File: src/hdl/asgr_pkg.sv
// -----------------------------------------------------------------------------
// asgr_pkg
// Shared types and constants of the ANSI SGR escape parser: parser state,
// result items and the byte codes that the decoder recognizes.
// -----------------------------------------------------------------------------
package asgr_pkg;

   // Parser modes, one-hot.
   typedef enum logic [2:0] {
      MODE_TEXT   = 3'b001,
      MODE_ESCAPE = 3'b010,
      MODE_CSI    = 3'b100
   } mode_type;

   // Result kinds.
   localparam logic [1:0] KIND_CHAR = 2'd0;
   localparam logic [1:0] KIND_FG   = 2'd1;
   localparam logic [1:0] KIND_BG   = 2'd2;

   // Byte codes.
   localparam logic [7:0] BYTE_ESC     = 8'd27;
   localparam logic [7:0] BYTE_LBRACK  = 8'h5B;
   localparam logic [7:0] BYTE_SEMI    = 8'h3B;
   localparam logic [7:0] BYTE_M       = 8'h6D;
   localparam logic [7:0] BYTE_DIGIT_0 = 8'h30;
   localparam logic [7:0] BYTE_DIGIT_9 = 8'h39;
   localparam logic [7:0] FINAL_LO     = 8'd64;
   localparam logic [7:0] FINAL_HI     = 8'd126;

   // SGR values that select a palette color.
   localparam logic [15:0] CMD_FG      = 16'd38;
   localparam logic [15:0] CMD_BG      = 16'd48;
   localparam logic [15:0] COLOR_INDEX = 16'd5;
   localparam logic [15:0] FIELD_SAT   = 16'hFFFF;

   localparam logic [1:0] LAST_FIELD = 2'd3;

   typedef struct packed {
      mode_type    mode;
      logic [1:0]  field_index;
      logic        field_has_content;
      logic        digits_stopped;
      logic [15:0] command_value;
      logic [15:0] colour_type_value;
      logic [7:0]  palette_value;
      logic        sequence_nonempty;
   } parse_state_type;

   typedef struct packed {
      logic [1:0] kind;
      logic [7:0] value;
      logic       last;
   } rsp_item_type;

   // Results caused by one input byte: count is 0, 1 or 2.
   typedef struct packed {
      logic [1:0]   count;
      rsp_item_type item0;
      rsp_item_type item1;
   } out_batch_type;

endpackage

File: src/hdl/ansi_sgr_escape_parser.sv
// -----------------------------------------------------------------------------
// ansi_sgr_escape_parser
// Terminal byte stream parser that passes text through and turns
// ESC [ 38;5;n m and ESC [ 48;5;n m into palette color commands.
// -----------------------------------------------------------------------------
// Usage:
// Raw bytes enter on the req_ stream, one byte per item in req_tdata. Each
// byte yields zero, one or two result items on the rsp_ stream: rsp_tdata
// carries a character code or palette index, rsp_tuser says which (character,
// foreground, background), and rsp_tlast marks the last item caused by a byte.
// A byte is decoded in the cycle it is accepted and its results are written
// to a four-entry output queue that drives rsp_. The block takes one byte
// per cycle while req_tready is high; a byte that produces two results
// (ESC followed by anything but '[') queues both, and rsp_ shows them in
// turn. req_tready is low while the queue holds three or more items, which
// is what a stalled receiver causes: nothing is dropped.
// csr_wr_en writes csr_wr_data to the decode enable; with it low every byte
// passes through as a character. Write it only while the block is idle.
// Reset brings the parser to text mode, empties the queue and sets the
// decode enable to one.
// -----------------------------------------------------------------------------
module ansi_sgr_escape_parser (
   input  logic       clock,
   input  logic       reset,
   // Input byte stream.
   input  logic       req_tvalid,
   output logic       req_tready,
   input  logic [7:0] req_tdata,   // [7:0] data_byte
   // Result stream.
   output logic       rsp_tvalid,
   input  logic       rsp_tready,
   output logic [7:0] rsp_tdata,   // [7:0] value
   output logic [1:0] rsp_tuser,   // [1:0] kind
   output logic       rsp_tlast,   // last result of its input byte
   // Decode enable register.
   input  logic       csr_wr_en,
   input  logic       csr_wr_data
);

   asgr_pkg::parse_state_type state_ff, state_in;
   asgr_pkg::out_batch_type   batch;
   asgr_pkg::rsp_item_type    out_item;
   logic                      enable_ff, enable_in;
   logic                      accept;

   assign accept    = req_tvalid && req_tready;
   assign enable_in = csr_wr_en ? csr_wr_data : enable_ff;

   // The parser state advances only on an accepted byte; the decoder sees
   // the stored state and the byte on the port in the same cycle.
   asgr_decode u_decode (
      .enable    (enable_ff),
      .data_byte (req_tdata),
      .state_cur (state_ff),
      .state_nxt (state_in),
      .batch     (batch)
   );

   always_ff @(posedge clock) begin
      if (reset) begin
         enable_ff <= 1'b1;
         state_ff  <= '{mode: asgr_pkg::MODE_TEXT, default: '0};
      end else begin
         enable_ff <= enable_in;
         if (accept) begin
            state_ff <= state_in;
         end
      end
   end

   // Results of the accepted byte are queued so the input keeps flowing
   // while the receiver holds off.
   asgr_out_queue u_out_queue (
      .clock     (clock),
      .reset     (reset),
      .push      (accept),
      .batch     (batch),
      .room      (req_tready),
      .out_valid (rsp_tvalid),
      .out_ready (rsp_tready),
      .out_item  (out_item)
   );

   assign rsp_tdata = out_item.value;
   assign rsp_tuser = out_item.kind;
   assign rsp_tlast = out_item.last;

endmodule

File: src/hdl/asgr_decode.sv
// -----------------------------------------------------------------------------
// asgr_decode
// Next-state and result logic for one input byte of the escape parser.
// -----------------------------------------------------------------------------
module asgr_decode (
   input  logic                     enable,
   input  logic [7:0]               data_byte,
   input  asgr_pkg::parse_state_type state_cur,
   output asgr_pkg::parse_state_type state_nxt,
   output asgr_pkg::out_batch_type   batch
);

   logic [3:0]  digit;
   logic [19:0] cmd_acc;
   logic [19:0] col_acc;
   logic [11:0] pal_acc;
   logic        three_fields;

   assign digit   = 4'(data_byte - asgr_pkg::BYTE_DIGIT_0);
   assign cmd_acc = ({4'd0, state_cur.command_value} << 3)
                  + ({4'd0, state_cur.command_value} << 1) + {16'd0, digit};
   assign col_acc = ({4'd0, state_cur.colour_type_value} << 3)
                  + ({4'd0, state_cur.colour_type_value} << 1) + {16'd0, digit};
   assign pal_acc = ({4'd0, state_cur.palette_value} << 3)
                  + ({4'd0, state_cur.palette_value} << 1) + {8'd0, digit};

   // The palette field counts once it has content or a later ';' closed it.
   assign three_fields = (state_cur.field_index == asgr_pkg::LAST_FIELD)
                      || (state_cur.field_index == 2'd2 && state_cur.field_has_content);

   always_comb begin
      state_nxt   = state_cur;
      batch.count = 2'd0;
      batch.item0 = '{kind: asgr_pkg::KIND_CHAR, value: data_byte, last: 1'b1};
      batch.item1 = '{kind: asgr_pkg::KIND_CHAR, value: data_byte, last: 1'b1};

      if (!enable) begin
         state_nxt.mode = asgr_pkg::MODE_TEXT;
         batch.count    = 2'd1;
      end else begin
         case (state_cur.mode)
            asgr_pkg::MODE_ESCAPE: begin
               if (data_byte == asgr_pkg::BYTE_LBRACK) begin
                  state_nxt.mode              = asgr_pkg::MODE_CSI;
                  state_nxt.field_index       = 2'd0;
                  state_nxt.field_has_content = 1'b0;
                  state_nxt.digits_stopped    = 1'b0;
                  state_nxt.command_value     = 16'd0;
                  state_nxt.colour_type_value = 16'd0;
                  state_nxt.palette_value     = 8'd0;
                  state_nxt.sequence_nonempty = 1'b0;
               end else begin
                  state_nxt.mode = asgr_pkg::MODE_TEXT;
                  batch.count    = 2'd2;
                  batch.item0    = '{kind: asgr_pkg::KIND_CHAR,
                                     value: asgr_pkg::BYTE_ESC, last: 1'b0};
               end
            end
            asgr_pkg::MODE_CSI: begin
               if (data_byte inside {[asgr_pkg::FINAL_LO:asgr_pkg::FINAL_HI]}) begin
                  state_nxt.mode = asgr_pkg::MODE_TEXT;
                  if (data_byte == asgr_pkg::BYTE_M && state_cur.sequence_nonempty
                      && three_fields
                      && state_cur.colour_type_value == asgr_pkg::COLOR_INDEX) begin
                     if (state_cur.command_value == asgr_pkg::CMD_FG) begin
                        batch.count = 2'd1;
                        batch.item0 = '{kind: asgr_pkg::KIND_FG,
                                        value: state_cur.palette_value, last: 1'b1};
                     end else if (state_cur.command_value == asgr_pkg::CMD_BG) begin
                        batch.count = 2'd1;
                        batch.item0 = '{kind: asgr_pkg::KIND_BG,
                                        value: state_cur.palette_value, last: 1'b1};
                     end
                  end
               end else begin
                  state_nxt.sequence_nonempty = 1'b1;
                  if (data_byte == asgr_pkg::BYTE_SEMI) begin
                     if (state_cur.field_index != asgr_pkg::LAST_FIELD) begin
                        state_nxt.field_index = state_cur.field_index + 2'd1;
                     end
                     state_nxt.field_has_content = 1'b0;
                     state_nxt.digits_stopped    = 1'b0;
                  end else begin
                     state_nxt.field_has_content = 1'b1;
                     if (!state_cur.digits_stopped) begin
                        if (data_byte inside
                            {[asgr_pkg::BYTE_DIGIT_0:asgr_pkg::BYTE_DIGIT_9]}) begin
                           case (state_cur.field_index)
                              2'd0: begin
                                 state_nxt.command_value = (cmd_acc > 20'(asgr_pkg::FIELD_SAT))
                                    ? asgr_pkg::FIELD_SAT : cmd_acc[15:0];
                              end
                              2'd1: begin
                                 state_nxt.colour_type_value =
                                    (col_acc > 20'(asgr_pkg::FIELD_SAT))
                                    ? asgr_pkg::FIELD_SAT : col_acc[15:0];
                              end
                              2'd2: begin
                                 state_nxt.palette_value = pal_acc[7:0];
                              end
                              default: begin
                              end
                           endcase
                        end else begin
                           state_nxt.digits_stopped = 1'b1;
                        end
                     end
                  end
               end
            end
            default: begin
               if (data_byte == asgr_pkg::BYTE_ESC) begin
                  state_nxt.mode = asgr_pkg::MODE_ESCAPE;
               end else begin
                  state_nxt.mode = asgr_pkg::MODE_TEXT;
                  batch.count    = 2'd1;
               end
            end
         endcase
      end
   end

endmodule

File: src/hdl/asgr_out_queue.sv
// -----------------------------------------------------------------------------
// asgr_out_queue
// Four-entry result queue that takes up to two items per cycle and hands
// out one per cycle while out_ready is high.
// -----------------------------------------------------------------------------
module asgr_out_queue (
   input  logic                   clock,
   input  logic                   reset,
   input  logic                   push,
   input  asgr_pkg::out_batch_type batch,
   output logic                   room,
   output logic                   out_valid,
   input  logic                   out_ready,
   output asgr_pkg::rsp_item_type  out_item
);

   asgr_pkg::rsp_item_type mem_ff [4];
   logic [1:0] wr_ptr_ff, wr_ptr_in;
   logic [1:0] rd_ptr_ff, rd_ptr_in;
   logic [2:0] count_ff, count_in;
   logic [1:0] push_num;
   logic       pop;

   assign push_num  = push ? batch.count : 2'd0;
   assign out_valid = (count_ff != 3'd0);
   assign pop       = out_valid && out_ready;
   // Room for a full two-item batch.
   assign room      = (count_ff <= 3'd2);
   assign out_item  = mem_ff[rd_ptr_ff];

   assign wr_ptr_in = wr_ptr_ff + push_num;
   assign rd_ptr_in = rd_ptr_ff + {1'b0, pop};
   assign count_in  = count_ff + {1'b0, push_num} - {2'd0, pop};

   always_ff @(posedge clock) begin
      if (reset) begin
         wr_ptr_ff <= 2'd0;
         rd_ptr_ff <= 2'd0;
         count_ff  <= 3'd0;
      end else begin
         wr_ptr_ff <= wr_ptr_in;
         rd_ptr_ff <= rd_ptr_in;
         count_ff  <= count_in;
      end
   end

   always_ff @(posedge clock) begin
      if (push_num != 2'd0) begin
         mem_ff[wr_ptr_ff] <= batch.item0;
      end
      if (push_num == 2'd2) begin
         mem_ff[wr_ptr_ff + 2'd1] <= batch.item1;
      end
   end

endmodule

File: config.mk
export PLATFORM = sky130hd
export DESIGN_NAME = ansi_sgr_escape_parser
export DESIGN_NICKNAME = d
export VERILOG_FILES = /design/src/hdl/asgr_pkg.sv /design/src/hdl/ansi_sgr_escape_parser.sv /design/src/hdl/asgr_decode.sv /design/src/hdl/asgr_out_queue.sv
export SDC_FILE = /design/constraint.sdc
export NUM_CORES = 1
export LEC_CHECK = 0
export BUFFER_PORTS_ARGS = -buffer_cell sky130_fd_sc_hd__buf_2
export CORE_MARGIN = 5
export CORE_UTILIZATION = 55
export CTS_BUF_LIST = sky130_fd_sc_hd__clkbuf_16
export CTS_CLUSTER_DIAMETER = 100
export DETAILED_ROUTE_END_ITERATION = 6
export PLACE_DENSITY = 0.78
export RECOVER_POWER = 50
export SLEW_MARGIN = 20
export SYNTH_ARGS = -nofsm -noshare
export SYNTH_HDL_FRONTEND = slang
export SYNTH_SLANG_ARGS = --single-unit
File: constraint.sdc
create_clock -name clock -period 3.65 [get_ports clock]
set_input_delay 0.365 -clock clock [delete_from_list [all_inputs] [get_ports clock]]
set_output_delay 0.365 -clock clock [all_outputs]
set_load 0.01 [all_outputs]
-- Yosys cells after proc, flatten, opt, wreduce, memory -nomap -nowiden
Memories as Yosys holds them, arrays and structs flattened. A register that Yosys moved wholly into a read port is not among the register bits.
Cells that the tools add are included.
- register bits: 56
- latch bits: 0
- memory bits (writable): 44
- memory bits (read-only): 0
- logic and storage cells: 113
- memories kept: 1
- memory list (memory ; words ; width ; read ports ; clocked after memory_dff ; write ports ; RTL line ; source):
    u_out_queue.mem_ff ; 4 ; 11 ; 1 ; 1 ; 2 ; asgr_out_queue.sv:17 ; asgr_pkg::rsp_item_type mem_ff [4];
- add/subtract/negate cells: 13
- multiply operators: 0
- div/mod/pow operators: 0
- order comparisons: 7
- equal/unequal tests: 25
- shift operators: 0
- mux-type cells: 36
- bitwise gates (word level): 0
- reductions and logical operators: 19
- operators with widths (cell ; number):
    45-bit two-way mux ; 2
    45-bit case mux with 2 select lines ; 1
    40-bit two-way mux ; 2
    16-bit two-way mux ; 4
    41-bit two-way mux ; 1
    19-bit by 17-bit adder with 20-bit output ; 2
    20-bit by 4-bit adder with 20-bit output ; 2
    20-bit by 16-bit greater-than comparator with 1-bit output, second input constant ; 2
    12-bit two-way mux ; 3
    16-bit by 6-bit equality test with 1-bit output, second input constant ; 2
    9-bit AND reduction ; 3
    13-bit two-way mux ; 2
    11-bit case mux with 2 select lines ; 1
    16-bit by 3-bit equality test with 1-bit output, second input constant ; 1
    8-bit by 7-bit equality test with 1-bit output, second input constant ; 2
    2-bit two-way mux ; 7
    2-bit != test, second input constant ; 6
    11-bit two-way mux ; 1
    2-bit by 1-bit != test with 1-bit output, second input constant ; 5
    3-bit two-way mux ; 3
    8-bit by 4-bit adder with 8-bit output ; 1
    8-bit adder ; 1
    8-bit by 5-bit equality test with 1-bit output, second input constant ; 1
    8-bit by 6-bit equality test with 1-bit output, second input constant ; 1
    28 further kinds ; 44

-- Depth between registers and ports, before layout
- depth in word-level cells: 13
- mapped depth: 14

-- Hierarchy
Synthesis repeated with hierarchy kept, for this count alone.
- cells, all modules: 890
- area total of the unflattened synthesis: 8923.6 µm²
- modules (own cells, without submodules) (module ; instances ; cells an instance ; area an instance (µm²)):
    asgr_decode ; 1 ; 504 ; 3691.0
    ansi_sgr_escape_parser ; 1 ; 224 ; 2631.3
    asgr_out_queue ; 1 ; 162 ; 2601.2

-- Worst setup path after synthesis
No wires, ideal clock.
- kind: input-to-reg
- start point: in req_tdata[3]
- end point: reg state_ff[10] in the netlist's numbering
- library setup time: 0.129 ns
- data arrival time: 3.276 ns
- slack: 0.244 ns
- cell stages on the path: 10
- cell sequence: fa_1 fa_1 a21o_1 a31o_2 a211oi_1 o21ai_0 xor2_1 o31ai_1 clkbuf_1 nand2_1
- longest elaborated chain between the ends: 10
- elaborated cells on any way between the ends: 23
- classes of those cells: add/sub: 2; order compare: 5; eq/ne: 6; mux: 7; reduce/logical: 3
- RTL lines (what ; RTL line ; source):
    from (decl) ; ansi_sgr_escape_parser.sv:28 ; input logic [7:0] req_tdata,
    4-bit by 1-bit subtractor with 4-bit output ; asgr_decode.sv:19 ; assign digit = 4'(data_byte - asgr_pkg::BYTE_DIGIT_0);
    20-bit by 4-bit adder with 20-bit output ; asgr_decode.sv:23 ; + ({4'd0, state_cur.colour_type_value} << 1) + {16'd0, digit};
    20-bit by 16-bit greater-than comparator with 1-bit output ; asgr_decode.sv:95 ; (col_acc > 20'(asgr_pkg::FIELD_SAT))
    16-bit two-way mux ; asgr_decode.sv:96 ; ? asgr_pkg::FIELD_SAT : col_acc[15:0];
    16-bit two-way mux ; asgr_decode.sv:88 ; case (state_cur.field_index)
    40-bit two-way mux ; asgr_decode.sv:86 ; if (data_byte inside
    41-bit two-way mux ; asgr_decode.sv:85 ; if (!state_cur.digits_stopped) begin
    40-bit two-way mux ; asgr_decode.sv:77 ; if (data_byte == asgr_pkg::BYTE_SEMI) begin
    45-bit two-way mux ; asgr_decode.sv:60 ; if (data_byte inside {[asgr_pkg::FINAL_LO:asgr_pkg::FINAL_HI]}) begin
    45-bit case mux with 2 select lines ; asgr_decode.sv:41 ; case (state_cur.mode)
    to (signal assigned) ; ansi_sgr_escape_parser.sv:66 ; state_ff <= state_in;
    to (decl) ; ansi_sgr_escape_parser.sv:40 ; asgr_pkg::parse_state_type state_ff, state_in;
Parallel ways exist; a longest one is shown, timed or not. The select of a mux whose other input is x is not followed.
A chain may end at the register's enable or synchronous reset.

==> impl_metrics.toml <==
[status]
status = "finished clean"

[floorplanning]
fp-row-count = 42
dieWidth_um = 126
io_pins = 27
design.core.area_um2 = 13200
die_h_um = 126
dieArea_um2 = 15800
start_util_pct = 55.9

[clock_tree]
post_cts_buffers = 0
cts_resized = 0
htreeDepth = 3
hold_buffers = 0
cts_buffer_depth = 2
clk_pin_slew_worst_paths_ns = 0.07
clock_latency_ns = 0.35
cts_tree = "yes"
cts_sinks = 100
root_buffer = "clkbuf_16"
cts_buffers = 9

[logic_synthesis]
synth.avg_cell_area_um2 = 8.87
yosysUniqueCellTypes = 67
syn_inst = 832
synth_flop_cell = "dfxtp_1"
synth-async-reset-ratio_pct = 0
synth_area_um2 = 7380
synth-edff-count = 32
ys_warn_count = 0
syn_nets = 934
ys_ff_latch = 100
ys_seq_area_share_pct = 31.5

[hold_path]
min_to = "enable_ff$_SDFFE_PP1P_"
hold_class = "in -> reg"
holdCritStartpoint = "csr_wr_en"
min_path_cells = 2

[flow_run]
cap_viol_max_count = 0

[routing]
dr.first_iter.drc_count = 592
first_pass_iters = 5
route.detailed.drc = 0
ant_nets = 0
vias_per_cell = 6.31
drt_wl_total_mm = 18.5
vias = 6478
routed_wire_length_per_instance_um = 18.0

[sta]
period_needed_ns = 3.47
period_share_pct = 95.1
worstMarginPinSlew_ns = 0.794
setup_viol = 0
fmax_ghz = 0.288
totalNegativeSetupSlack_ns = 0
finClkSkew_ns = 0.00842
final-max-slew-violation-count = 0
finalHoldViolCount = 0
relSlewSlack_pct = 47.0
rsz0062_at_grt = "no"
setup_slack_ns = 0.180

[global_routing]
grt_max_degree = 32
track_usage_pct = 23.1
grt_pass1_wl_mm = 30.2
gr-total-overflow = 0
antenna_found_initial = 0
grt_pass1_vias = 6203

[critical_path]
required_ns = 3.65
rr_endpoint = "u_out_queue.mem_ff[2][5]$_DFFE_PP_"
r2r_start = "state_ff[25]$_SDFFE_PP0P_"
r2r_slack_ns = 0.18
path_max_fanout = 12
crit_type = "reg -> reg"
cp-end-kind = "flip-flop"
start_kind = "flip-flop"
worstPathArrival_ns = 3.47
cp-startpoint = "state_ff[25]$_SDFFE_PP0P_"
rr_worst_depth = 7

[place]
pre_cts_ws_ns = 0.228
dp_hpwl_mm = 13.9
port_buffers = 26
gp_congestion = 0.909

[layout]
num_antenna_cells = 0
finalNetCount = 947
drive_gt1_share_pct = 7.41
nFillCells = 1118
area_delta_synth_final_pct = 7.68

[pwr]
power.leakage_nw = 3.49
power_density_nw_per_um2 = 357
irDropWorstVdd_uv = 198
final cells by class:
cell class / instances / area [µm²] / area share [%]
inverter: 18 / 67.6 / 0.851
tap: 176 / 220 / 2.77
clock buffer: 9 / 225 / 2.84
timing repair buffer: 42 / 218 / 2.74
clock inverter: 7 / 60.1 / 0.756
sequential: 100 / 2320 / 29.2
multi-input combinational: 674 / 4830 / 60.8
where the power goes:
group	total [W]	switching [W]	internal [W]
clock network	0.000908	0.000436	0.000472
registers	0.00133	0.0000823	0.00125
logic	0.000594	0.000334	0.000260
total	0.00284	0.000853	0.00198
worst max-delay path: stages, from the launching register on:
cell	delay [ns]
dfxtp_1	0.35
or4b_1	0.53
or3_1	0.38
or4b_4	0.56
or2_0	0.25
clkbuf_1	0.16
a211o_1	0.48
nand2_1	0.41
through the flow:
step | instances | hold WS [ns] | power, W | utilization, % | cell area, µm²
2_1_floorplan | 832 | 0.430 | 0.00177 | - | 7380
3_3_place_gp | 1010 | 0.445 | 0.00195 | 58.4 | 7700
3_5_place_dp | 1010 | 0.454 | 0.00198 | 58.4 | 7700
4_1_cts | 1026 | 0.279 | 0.00287 | 60.6 | 7990
5_1_grt | 1026 | 0.282 | 0.00297 | 60.2 | 7940
6_report | 1026 | 0.296 | 0.00284 | 60.2 | 7940
cell usage in the layout, fill, tap and decap left out, types with 4 or more instances in the layout:
cell type    n
clkbuf_1    18
buf_4       12
nor4_1      11
a211oi_1    16
nor3_1       4
dfxtp_1     68
mux4_2      11
o21a_1       5
or4_1        9
xor2_1      10
xnor2_1     23
buf_2       12
and3_1       6
clkbuf_16    9
o21bai_1     4
nand4_1     12
a21boi_0     4
mux2i_1      9
nand2_1    119
or3_1       12
o21ai_0     40
nand2b_1     7
a21oi_1     53
a211o_1     10
nor2b_1      7
a31oi_1      9
a22oi_1     33
edfxtp_1    32
nor4b_1      6
nor2_1      55
a21o_1      27
ha_1        81
o31ai_1      4
fa_1         7
o211ai_1    16
inv_1       18
nand3_1     17
flip-flops by register name, indices dropped and copies added (netlist names):
| register | cells |
|---|---|
| u_out_queue.rd_ptr_ff | 2 |
| u_out_queue.wr_ptr_ff | 2 |
| u_out_queue.count_ff | 3 |
| u_out_queue.mem_ff | 44 |
| state_ff | 48 |
| enable_ff | 1 |
how the worst max path moves through the flow:
stage,end,cells past startpoint
2_1_floorplan,state_ff[10]$_SDFFE_PP0P_,10
3_3_place_gp,u_out_queue.count_ff[2]$_SDFF_PP0_,11
3_5_place_dp,u_out_queue.count_ff[2]$_SDFF_PP0_,11
4_1_cts,u_out_queue.count_ff[2]$_SDFF_PP0_,11
5_1_grt,u_out_queue.count_ff[2]$_SDFF_PP0_,11
6_report,u_out_queue.mem_ff[2][5]$_DFFE_PP_,7
per-layer routing:
layer / vias to the layer above / global-route usage (%) / routed length, µm
met3: 49 / 3.85 / 916
met1: 3038 / 28.7 / 7970
met4: 0 / 8.52 / 544
met5: - / 0 / 0
met2: 228 / 40.4 / 9090
li1: 3163 / - / -
cell families after synthesis:
group                      synth area share (%)
and+or+nand+nor                            19.0
DFF                                        31.5
AOI/OAI and AO/OA                          22.3
adders and majority gates                  15.6
muxes                                      4.73
buffers and inverters                      2.99
xor gates and xnor gates                   3.92
Yosys cell counts (all sizes together) (10+ instances only):
| master | instances | area [µm²] |
|---|---|---|
| clkbuf | 36 | 135 |
| o21ai | 40 | 200 |
| nor4 | 11 | 68.8 |
| nand3 | 17 | 85.1 |
| mux4 | 11 | 248 |
| xnor2 | 23 | 201 |
| o211ai | 16 | 120 |
| a21oi | 55 | 275 |
| ha | 81 | 1010 |
| a211oi | 16 | 120 |
| a22oi | 33 | 248 |
| a211o | 11 | 101 |
| xor2 | 10 | 87.6 |
| inv | 18 | 67.6 |
| edfxtp | 32 | 961 |
| nor2 | 55 | 206 |
| dfxtp | 68 | 1360 |
| or3 | 12 | 75.1 |
| nand4 | 12 | 75.1 |
| nand2 | 119 | 447 |
| a21o | 27 | 203 |
No activity file was read; power rests on OpenSTA's default activity.
